==> src/tls_queue.sv <==
module tls_queue #(
	parameter int W = 20
) (
	input  logic         clk,
	input  logic         arst_n,
	input  logic         push,
	input  logic [W-1:0] wdata,
	input  logic         pop,
	output logic         full,
	output logic         nempty,
	output logic [W-1:0] rdata
);

	logic [W-1:0] ent_q [2];
	logic         wp_q, rp_q;
	logic [1:0]   cnt_q;

	assign full   = (cnt_q == 2'd2);
	assign nempty = (cnt_q != 2'd0);
	assign rdata  = ent_q[rp_q];

	always_ff @(posedge clk) begin
		if (push) begin
			ent_q[wp_q] <= wdata;
		end
	end

	always_ff @(posedge clk or negedge arst_n) begin
		if (!arst_n) begin
			wp_q  <= 1'b0;
			rp_q  <= 1'b0;
			cnt_q <= 2'd0;
		end else begin
			if (push) wp_q <= ~wp_q;
			if (pop)  rp_q <= ~rp_q;
			cnt_q <= cnt_q + {1'b0, push} - {1'b0, pop};
		end
	end

endmodule

==> config.mk <==
export PLATFORM = sky130hd
export DESIGN_NAME = tls_queue
export DESIGN_NICKNAME = d
export VERILOG_FILES = /design/src/tls_queue.sv
export SDC_FILE = /design/constraint.sdc
export NUM_CORES = 1
export LEC_CHECK = 0
export ABC_AREA = 1
export ABC_CLOCK_PERIOD_IN_PS = 2040
export BUFFER_PORTS_ARGS = -buffer_cell sky130_fd_sc_hd__buf_2
export CORE_MARGIN = 1
export CORE_UTILIZATION = 50
export CTS_CLUSTER_DIAMETER = 150
export DETAILED_ROUTE_END_ITERATION = 8
export GPL_TIMING_DRIVEN = 0
export MAX_ROUTING_LAYER = met4
export PLACE_DENSITY = 0.77
export SETUP_SLACK_MARGIN = 0.3
export SLEW_MARGIN = 20
export SYNTH_ARGS = -nofsm -noshare
export SYNTH_HDL_FRONTEND = slang
export SYNTH_SLANG_ARGS = --single-unit
==> constraint.sdc <==
create_clock -name clk -period 2.04 [get_ports clk]
set_input_delay 0.612 -clock clk [delete_from_list [all_inputs] [get_ports clk]]
set_output_delay 0.612 -clock clk [all_outputs]
set_load 0.05 [all_outputs]
==> out/metrics.csv <==
stage,metric,value,unit
synth,ys_async_sr_fraction,9.09,%
routing,routed-via-count,1092,
cells_and_area,syn_to_final_growth,38.2,%
grt,grt_max_degree,21,
grt,grt_busiest_layer,met2,
synth,yosys.area.top_type,edfxtp_1,
timing,tightestPinTransition,0.994,ns
placement,dpl.hpwl,2030,um
worst_setup_path,crit_type,flop to output port,
routing,vias_per_cell,4.81,
grt,grt_pass1_wl,4270,um
clock_network,cts_max_level,2,
grt,met1_usage,17.9,%
grt,grt_pass1_vias,1054,
timing,setup_violations,0,
floorplan,initial_core_util,53.8,%
timing,tns,0,ns
routing,first_pass_iters,6,
routing,drt_iter0_markers,58,
floorplan,ios,46,
clock_network,insertion_delay,0.36,ns
timing,rsz0062_at_grt,true,
floorplan,die_x,60.0,um
timing,fmax,506,MHz
timing,finalHoldViolations,0,
synth,synth-seq-cells,44,
placement,postPlaceCellArea,1970,sq um
synth,syn_nets,155,
worst_setup_path,rrSetupSlack,0.46,ns
synth,syn_inst,129,
run_status,outcome,"complete, no violations",
worst_setup_path,cp-end-kind,output port,
worst_setup_path,r2r-end,ent_q[0][13]$_DFFE_PP_,
grt,grtUsageMet3,5.19,%
synth,synth-edff-count,40,
synth,yosysTopAreaCellShare,71.3,%
synth,synthTopCellsByArea,"edfxtp_1 71%, inv_1 6.0%, nand2_1 6.0%",
timing,relSlewSlack,33.7,%
synth,synth-seq-area-share,77.3,%
clock_network,clk_pin_slew_worst_paths,0.12,ns
worst_setup_path,timing.rr.start,wp_q$_DFFE_PN0P_,
routing,drcViolationCount,0,
cells_and_area,stdcell_area,2330,sq um
synth,ys.flop_type,edfxtp_1,
clock_network,clkSinkCount,44,
synth,avgSynthCellArea,13.1,sq um
worst_setup_path,start_kind,flop,
power_and_ir_drop,power_leakage,1.02,nW
power_and_ir_drop,total_power,0.00415,W
cells_and_area,nFillCells,190,
hold_path,worst_hold_path_type,input pin to asynchronous set/reset pin,
floorplan,coreArea,3130,sq um
routing,wire_per_inst,13.8,um
cells_and_area,postLayoutCoreUtil,74.4,%
job,max_cap_violations,0,
grt,antenna_found_initial,0,
floorplan,dieArea,3600,sq um
clock_network,clock-root-buffer,clkbuf_4,
synth,yosysMostFrequentCell,edfxtp_1,
timing,fin_worst_skew,0.00899,ns
synth,synthTopCellsByCount,"40 x edfxtp_1, 27 x inv_1, 27 x nand2_1",
worst_setup_path,rr_worst_depth,1,
grt,overflow,0,
grt,grt_usage,18.4,%
clock_network,numCtsBuffers,5,
timing,period_needed,1.98,ns
worst_setup_path,critPathMaxFanout,10,
placement,port_buffers,45,
routing,wl,3140,um
timing,drv_slew,0,
synth,syn_area,1680,sq um
floorplan,die_h,60.0,um
cells_and_area,final_nets,208,
power_and_ir_drop,pwr_density_cell,1790,nW/um^2
placement,gp_congestion,0.674,
cells_and_area,drive_above_1_share,43.2,%
routing,ant_nets,0,
floorplan,rows,20,
synth,yosys_warnings,0,
clock_network,cts_tree,done,
clock_network,clockBufferDepth,2,
cells_and_area,antenna_cells,0,
power_and_ir_drop,ir_worst_vdd,0.872,mV
grt,met2_usage,31.7,%
worst_setup_path,worstPathArrival,1.36,ns
timing,fin_crit_sh,96.9,%
worst_setup_path,critPathRequiredTime,1.43,ns
synth,synth.distinct_cells,11,
-- cell type report --
class | count | area, sq um | area share (%)
inverter | 27 | 101 | 4.35
multi-input combinational | 54 | 325 | 14.0
clock inverter | 3 | 90.1 | 3.87
sequential | 44 | 1300 | 56.0
timing repair buffer | 46 | 370 | 15.9
buffer | 4 | 45.0 | 1.94
tap | 44 | 55.1 | 2.37
clock buffer | 5 | 37.5 | 1.61
-- cell usage in the layout, fill, tap and decap left out --
cell        n
o21ai_2    17
ha_1        2
o21ai_1     3
buf_6      26
dfrtp_1     3
nor2_2      2
clkbuf_4    5
buf_4       1
inv_1      26
edfxtp_1   40
bufinv_16   3
buf_2      23
inv_2       1
nand3_1     1
xor2_1      2
dfrtp_2     1
nand2_1    27
-- metal layers --
layer	vias to the layer above	wire, um
li1	534	-
met1	505	1170
met2	45	1750
met3	8	162
met4	0	63
met5	-	0
-- through the flow --
stage	setup slack (ns)	hold slack, ns	instances
2_1_floorplan	0.130	0.316	129
3_3_place_gp	0.0944	0.422	218
3_5_place_dp	0.0870	0.424	218
4_1_cts	0.0868	0.0225	227
5_1_grt	0.0172	0.0133	227
6_report	0.0637	0.0328	227
-- flip-flops by register name (all words and copies together), names as in the netlist --
register / cells
ent_q: 40
rp_q: 1
cnt_q: 2
wp_q: 1
-- worst max path at each step --
stage	startpoint	to	slack, ns	cells after the start
6_report	rp_q$_DFFE_PN0P_	rdata[13]	0.06	3
3_3_place_gp	push	ent_q[0][7]$_DFFE_PP_	0.09	3
4_1_cts	rp_q$_DFFE_PN0P_	rdata[13]	0.09	3
5_1_grt	rp_q$_DFFE_PN0P_	rdata[13]	0.02	3
3_5_place_dp	push	ent_q[0][12]$_DFFE_PP_	0.09	3
2_1_floorplan	rp_q$_DFFE_PN0P_	rdata[0]	0.13	2
-- logic make-up after synthesis --
kind of cell / count (synthesis) / synth area share (%)
xor+xnor: 2 / 1.04
compound gates: 20 / 5.94
buf+inv: 31 / 7.50
simple gates: 30 / 6.76
fa+ha+maj: 2 / 1.49
flops: 44 / 77.3
-- report_power, final --
part,total (W),switching [W],internal [W]
Sequential,0.00129,0.0000802,0.00121
Combinational,0.00209,0.00138,0.000701
Clock,0.000779,0.000274,0.000505
Total,0.00415,0.00174,0.00242
-- what timing repair did --
item                       CTS  global route
resized for setup           42            29
hold endpoints to repair     0             0
buffers inserted             1             0
hold buffers                 0             0
setup endpoints to repair   21            22
-- worst max-delay path, cell delays in order, from the launching register on --
cell and delay, ns:
dfrtp_2 0.47, buf_6 0.17, o21ai_2 0.19, buf_6 0.18
Power figures use the tool's default switching activity.
