## src/tls_pkg.sv

```systemverilog
package tls_pkg;

	// Per-logit control flags, set by the front end when the logit is accepted.
	typedef struct packed {
		logic first;   // first logit of a row
		logic last;    // last logit of a row
		logic hit;     // this position is the target
		logic bad;     // held target is outside the row (valid on last)
	} tls_flags_t;

	typedef enum logic [3:0] {
		ST_IDLE,
		ST_EXP1,
		ST_EXP2,
		ST_EXP3,
		ST_MUL_LO,
		ST_MUL_HI,
		ST_UPD,
		ST_NORM,
		ST_SQ,
		ST_LN1,
		ST_LN2
	} tls_state_t;

	localparam int SUM_W = 34;
	localparam int LEN_W = 18;
	localparam int TGT_W = 17;
	localparam int OUT_W = 24;
	localparam logic [LEN_W-1:0] ROW_LEN_RST = 18'd131072;
	localparam logic [16:0] ONE_Q16 = 17'd65536;
	localparam logic [16:0] LOG2E_Q16 = 17'd94548;
	localparam logic [15:0] LN2_Q16 = 16'd45426;

	// 2^(-i/16) in Q.16
	function automatic logic [16:0] pow2_tab(input logic [4:0] idx);
		logic [16:0] v;
		case (idx)
			5'd0:  v = 17'd65536;
			5'd1:  v = 17'd62757;
			5'd2:  v = 17'd60097;
			5'd3:  v = 17'd57549;
			5'd4:  v = 17'd55109;
			5'd5:  v = 17'd52773;
			5'd6:  v = 17'd50535;
			5'd7:  v = 17'd48393;
			5'd8:  v = 17'd46341;
			5'd9:  v = 17'd44376;
			5'd10: v = 17'd42495;
			5'd11: v = 17'd40693;
			5'd12: v = 17'd38968;
			5'd13: v = 17'd37316;
			5'd14: v = 17'd35734;
			5'd15: v = 17'd34219;
			5'd16: v = 17'd32768;
			default: v = 17'd0;
		endcase
		return v;
	endfunction

endpackage

```

## src/tls_front.sv

```systemverilog
module tls_front #(
	parameter int VOCAB_MAX  = 131072
) (
	input  logic                         clk,
	input  logic                         arst_n,
	input  logic                         push,
	input  logic [tls_pkg::TGT_W-1:0]    target_index,
	input  logic [$clog2(VOCAB_MAX+1)-1:0] eff_len,
	output tls_pkg::tls_flags_t          flags
);
	import tls_pkg::*;

	localparam int PW = $clog2(VOCAB_MAX + 1);
	localparam int CW = (PW > TGT_W) ? PW : TGT_W;

	logic [PW-1:0]    pos_q;
	logic [TGT_W-1:0] held_q;
	logic [TGT_W-1:0] held_eff;
	logic [PW-1:0]    pos_inc;

	assign held_eff = (pos_q == '0) ? target_index : held_q;
	assign pos_inc  = pos_q + PW'(1);

	always_comb begin
		flags.first = (pos_q == '0);
		flags.last  = (pos_inc >= eff_len);
		flags.hit   = (CW'(pos_q) == CW'(held_eff));
		flags.bad   = (CW'(held_eff) >= CW'(eff_len));
	end

	always_ff @(posedge clk or negedge arst_n) begin
		if (!arst_n) begin
			pos_q  <= '0;
			held_q <= '0;
		end else if (push) begin
			held_q <= held_eff;
			pos_q  <= flags.last ? '0 : pos_inc;
		end
	end

endmodule

```

## config.mk

```make
export PLATFORM = sky130hd
export DESIGN_NAME = tls_front
export DESIGN_NICKNAME = d
export VERILOG_FILES = /design/src/tls_pkg.sv /design/src/tls_front.sv
export SDC_FILE = /design/constraint.sdc
export NUM_CORES = 1
export LEC_CHECK = 0
export ABC_AREA = 0
export BUFFER_PORTS_ARGS = -buffer_cell sky130_fd_sc_hd__buf_2
export CAP_MARGIN = 15
export CORE_ASPECT_RATIO = 1.1
export CORE_MARGIN = 1
export CORE_UTILIZATION = 59
export DETAILED_ROUTE_END_ITERATION = 16
export PLACE_DENSITY = 0.86
export SLEW_MARGIN = 0
export SYNTH_ARGS = -nofsm -noshare
export SYNTH_HDL_FRONTEND = slang
export SYNTH_SLANG_ARGS = --single-unit
```

## constraint.sdc

```tcl
create_clock -name clk -period 4 [get_ports clk]
set_input_delay 0.4 -clock clk [delete_from_list [all_inputs] [get_ports clk]]
set_output_delay 0.4 -clock clk [all_outputs]
set_load 0.02 [all_outputs]
```

==> results.py <==
metrics = {
    "timing": {
        "setup_tns_ps": 0,
        "max_freq_ghz": 0.260,
        "worstMarginPinSlew_ps": 835,
        "fin_worst_skew_ps": 8.47,
        "finalCritPeriodShare_pct": 96.2,
        "hold_violations": 0,
        "slew-limit-headroom_pct": 44.4,
        "slew_viol_final": 0,
        "fin_crit_ps": 3850,
        "setup_viol": 0,
    },
    "finish": {
        "fillers": 377,
        "register_area_um2": 881,
        "multi_input_area_um2": 2120,
        "nets": 492,
        "n_antenna_cell": 0,
        "syn_to_final_growth_pct": 13.6,
        "final_layout_size_suffix_gt1_share_pct": 21.5,
        "postLayoutCellArea_um2": 3630,
    },
    "power": {
        "share_comb_of_total_power_pct": 50.3,
        "powerDensity_nw_per_um2": 504,
        "seqPwrFrac_pct": 33.3,
        "power_leakage_nw": 1.78,
        "swShare_pct": 42.9,
        "switchingPower_mw": 0.783,
        "pwr-share-clk_pct": 16.4,
        "ir_drop_mv": 0.314,
        "p_int_mw": 1.04,
    },
    "run_status": {
        "status": "finished, final reports clean",
    },
    "cts": {
        "cts_made_buffers": 5,
        "clk_path_buf_depth": 2,
        "tritoncts": "done",
        "clock_sinks": 35,
        "clock-root-buffer": "clkbuf_8",
        "clock_latency_ps": 300,
        "ctsHoldBuffers": 0,
        "clk_pin_slew_ps": 80,
        "htreeDepth": 2,
    },
    "place": {
        "io_buffers": 41,
        "place_hpwl_mm": 6.56,
        "routabilityCongestion": 0.979,
        "placed_cell_area_um2": 3430,
    },
    "logic_synthesis": {
        "synth_compound_gate_area_share_pct": 15.8,
        "synthAdderAreaFrac_pct": 14.5,
        "synthMuxAreaShare_pct": 5.49,
        "netlist_area_um2": 3190,
        "ys_types": 55,
        "avgSynthCellArea_um2": 8.42,
        "synth_edf_count": 0,
        "yosys.area_share.simple_pct": 20.8,
        "ys_warn_count": 0,
        "ys_ff_latch": 35,
        "synth-xor-area-share_pct": 8.78,
        "syn_nets": 454,
        "async_reset_ff_share_pct": 100,
        "synth_flop_cell": "dfrtp_1",
        "yosysSeqAreaShare_pct": 27.5,
        "synth_top_family_by_area": "simple AND/OR/NAND/NOR gates",
        "syn-instance-count": 379,
    },
    "worst_setup_path": {
        "path_cells": "nand4_1 -> nor3_1 -> buf_4 -> and3_1 -> xnor2_1 -> ha_1 -> a21oi_1 -> o21ai_0 -> a2111oi_1 -> o221ai_1 -> buf_12 -> buf_2",
        "path_max_fanout": 20,
        "crit_type": "reg -> out",
        "critPathArrivalTime_ps": 3450,
        "crit_path_start_kind": "flip-flop",
        "slowest_delay_ps": 530,
        "crit_path_end_kind": "primary output",
        "required_ps": 3600,
        "crit_path_top_delay_cell": "dfrtp_1",
        "critPathBufInv": 3,
        "crit_family": "compound AO/OA/AOI/OAI gates",
    },
    "global_route": {
        "grt_overflow": 0,
        "antenna_found_initial": 0,
        "grt_max_degree": 42,
        "track_usage_pct": 32.1,
        "grt_pass1_vias": 2806,
        "grt_pass1_wl_mm": 13.8,
    },
    "floorplan": {
        "core_area_um2": 5100,
        "pin_count": 42,
        "initial_utilization_pct": 62.5,
        "rows": 27,
        "dieHeight_um": 79.1,
        "fp.dieW_um": 72.1,
        "die_area_um2": 5710,
    },
    "drt": {
        "routed_wl_mm": 8.68,
        "first_pass_iters": 7,
        "vias_per_cell": 6.23,
        "ant_nets": 0,
        "drc": 0,
        "vias": 3055,
        "wl_per_cell_um": 17.7,
        "drtIter0Drc": 353,
    },
    "hold_path": {
        "hold_path_class": "in -> async",
    },
    "run": {
        "maxCapViolCount": 0,
    },
}
-- stage by stage --
stage	power (mW)	utilization, %	hold WS (ps)	worst slack (ps)	std cells
after floorplan	1.23	-	104	574	379
after global placement	1.44	67.2	490	394	475
after detailed placement	1.48	67.2	496	283	475
after CTS	1.79	69.4	228	36.0	483
after global routing	1.96	71.1	274	-36.1	490
final	1.83	71.1	187	152	490
-- power groups by stage --
stage	Sequential [mW]	Combinational, mW	Clock, mW
after floorplan	0.537	0.693	0
after global placement	0.598	0.846	0
after detailed placement	0.606	0.871	0
after CTS	0.598	0.887	0.302
after global routing	0.624	1.01	0.319
final	0.609	0.919	0.299
-- flip-flops by register name (all words and copies together), names as in the netlist --
signal  cells
pos_q      18
held_q     17
-- cells in the mapped netlist (5+ instances only) --
cell type	count	area share, %
ha_1	37	15
nor2_1	15	1.8
xor2_1	17	4.7
xnor2_1	15	4.1
nand2_1	50	5.9
a21o_1	5	1.2
inv_1	31	3.6
o2bb2ai_1	12	3.3
o22ai_1	7	1.4
dfrtp_1	35	27
nand4_1	9	1.8
o21ai_0	19	3.0
a21oi_1	10	1.6
nand3_1	13	2.0
mux2_2	12	4.2
clkbuf_1	11	1.3
nor4_1	9	1.8
buf_2	6	0.94
-- area by class of cell --
type / instances / share of cell area, %
Clock buffer: 7 / 2.66
Clock inverter: 1 / 0.207
Inverter: 32 / 3.31
Multi-Input combinational cell: 290 / 58.6
Sequential cell: 35 / 24.3
Tap cell: 72 / 2.48
Timing Repair Buffer: 53 / 8.49
-- routing by layer --
layer,vias to the layer above,track usage [%],share of wire (%)
li1,1417,-,-
met1,1442,40.9,40
met2,171,53.2,49
met3,25,4.95,7.3
met4,0,14.9,3.2
met5,-,0,0
-- placed cells by master (no fill, tap or decap), drive strengths merged, types with 2 or more instances in the layout --
master / n
o2bb2ai: 12
nor2: 15
o221ai: 2
inv: 31
a21o: 5
a211oi: 3
nor4: 10
a31oi: 2
and4: 4
clkbuf: 7
and2: 3
a21oi: 10
dfrtp: 35
nand3: 13
nor3: 4
a221oi: 2
and3: 4
xor2: 17
ha: 37
a21boi: 2
mux2i: 4
or3: 2
buf: 53
nand2: 52
nor2b: 4
xnor2: 15
nand4: 9
o22ai: 7
nand2b: 4
and3b: 2
o21ai: 20
o2111ai: 2
mux2: 12
o21a: 2
-- what timing repair did --
item | 4_1_cts | 5_1_grt
pin swaps | 0 | 1
endpoints found under the setup margin | 1 | 7
cloned | 0 | 0
buffers inserted | 0 | 7
resized for setup | 1 | 12
-- cells by family after synthesis --
group,count (synthesis)
simple gates,130
compound gates,75
buf+inv,54
fa+ha+maj,37
flops,35
xor+xnor,32
mux,16
-- final timing paths --
path                       depth (start not counted)                  start  slack, ps                endpoint
max in group asynchronous                          1                 arst_n       3220    pos_q[2]$_DFFE_PN0P_
min in group clk                                   3       target_index[16]        440  held_q[16]$_DFFE_PN0P_
setup reg to reg                                  13   pos_q[7]$_DFFE_PN0P_        420   pos_q[17]$_DFFE_PN0P_
setup / recovery                                  12   pos_q[7]$_DFFE_PN0P_        150                flags[2]
hold reg to reg                                    1  held_q[6]$_DFFE_PN0P_        510   held_q[6]$_DFFE_PN0P_
hold / removal                                     1                 arst_n        190   held_q[3]$_DFFE_PN0P_
(Power assumes the default switching activity.)
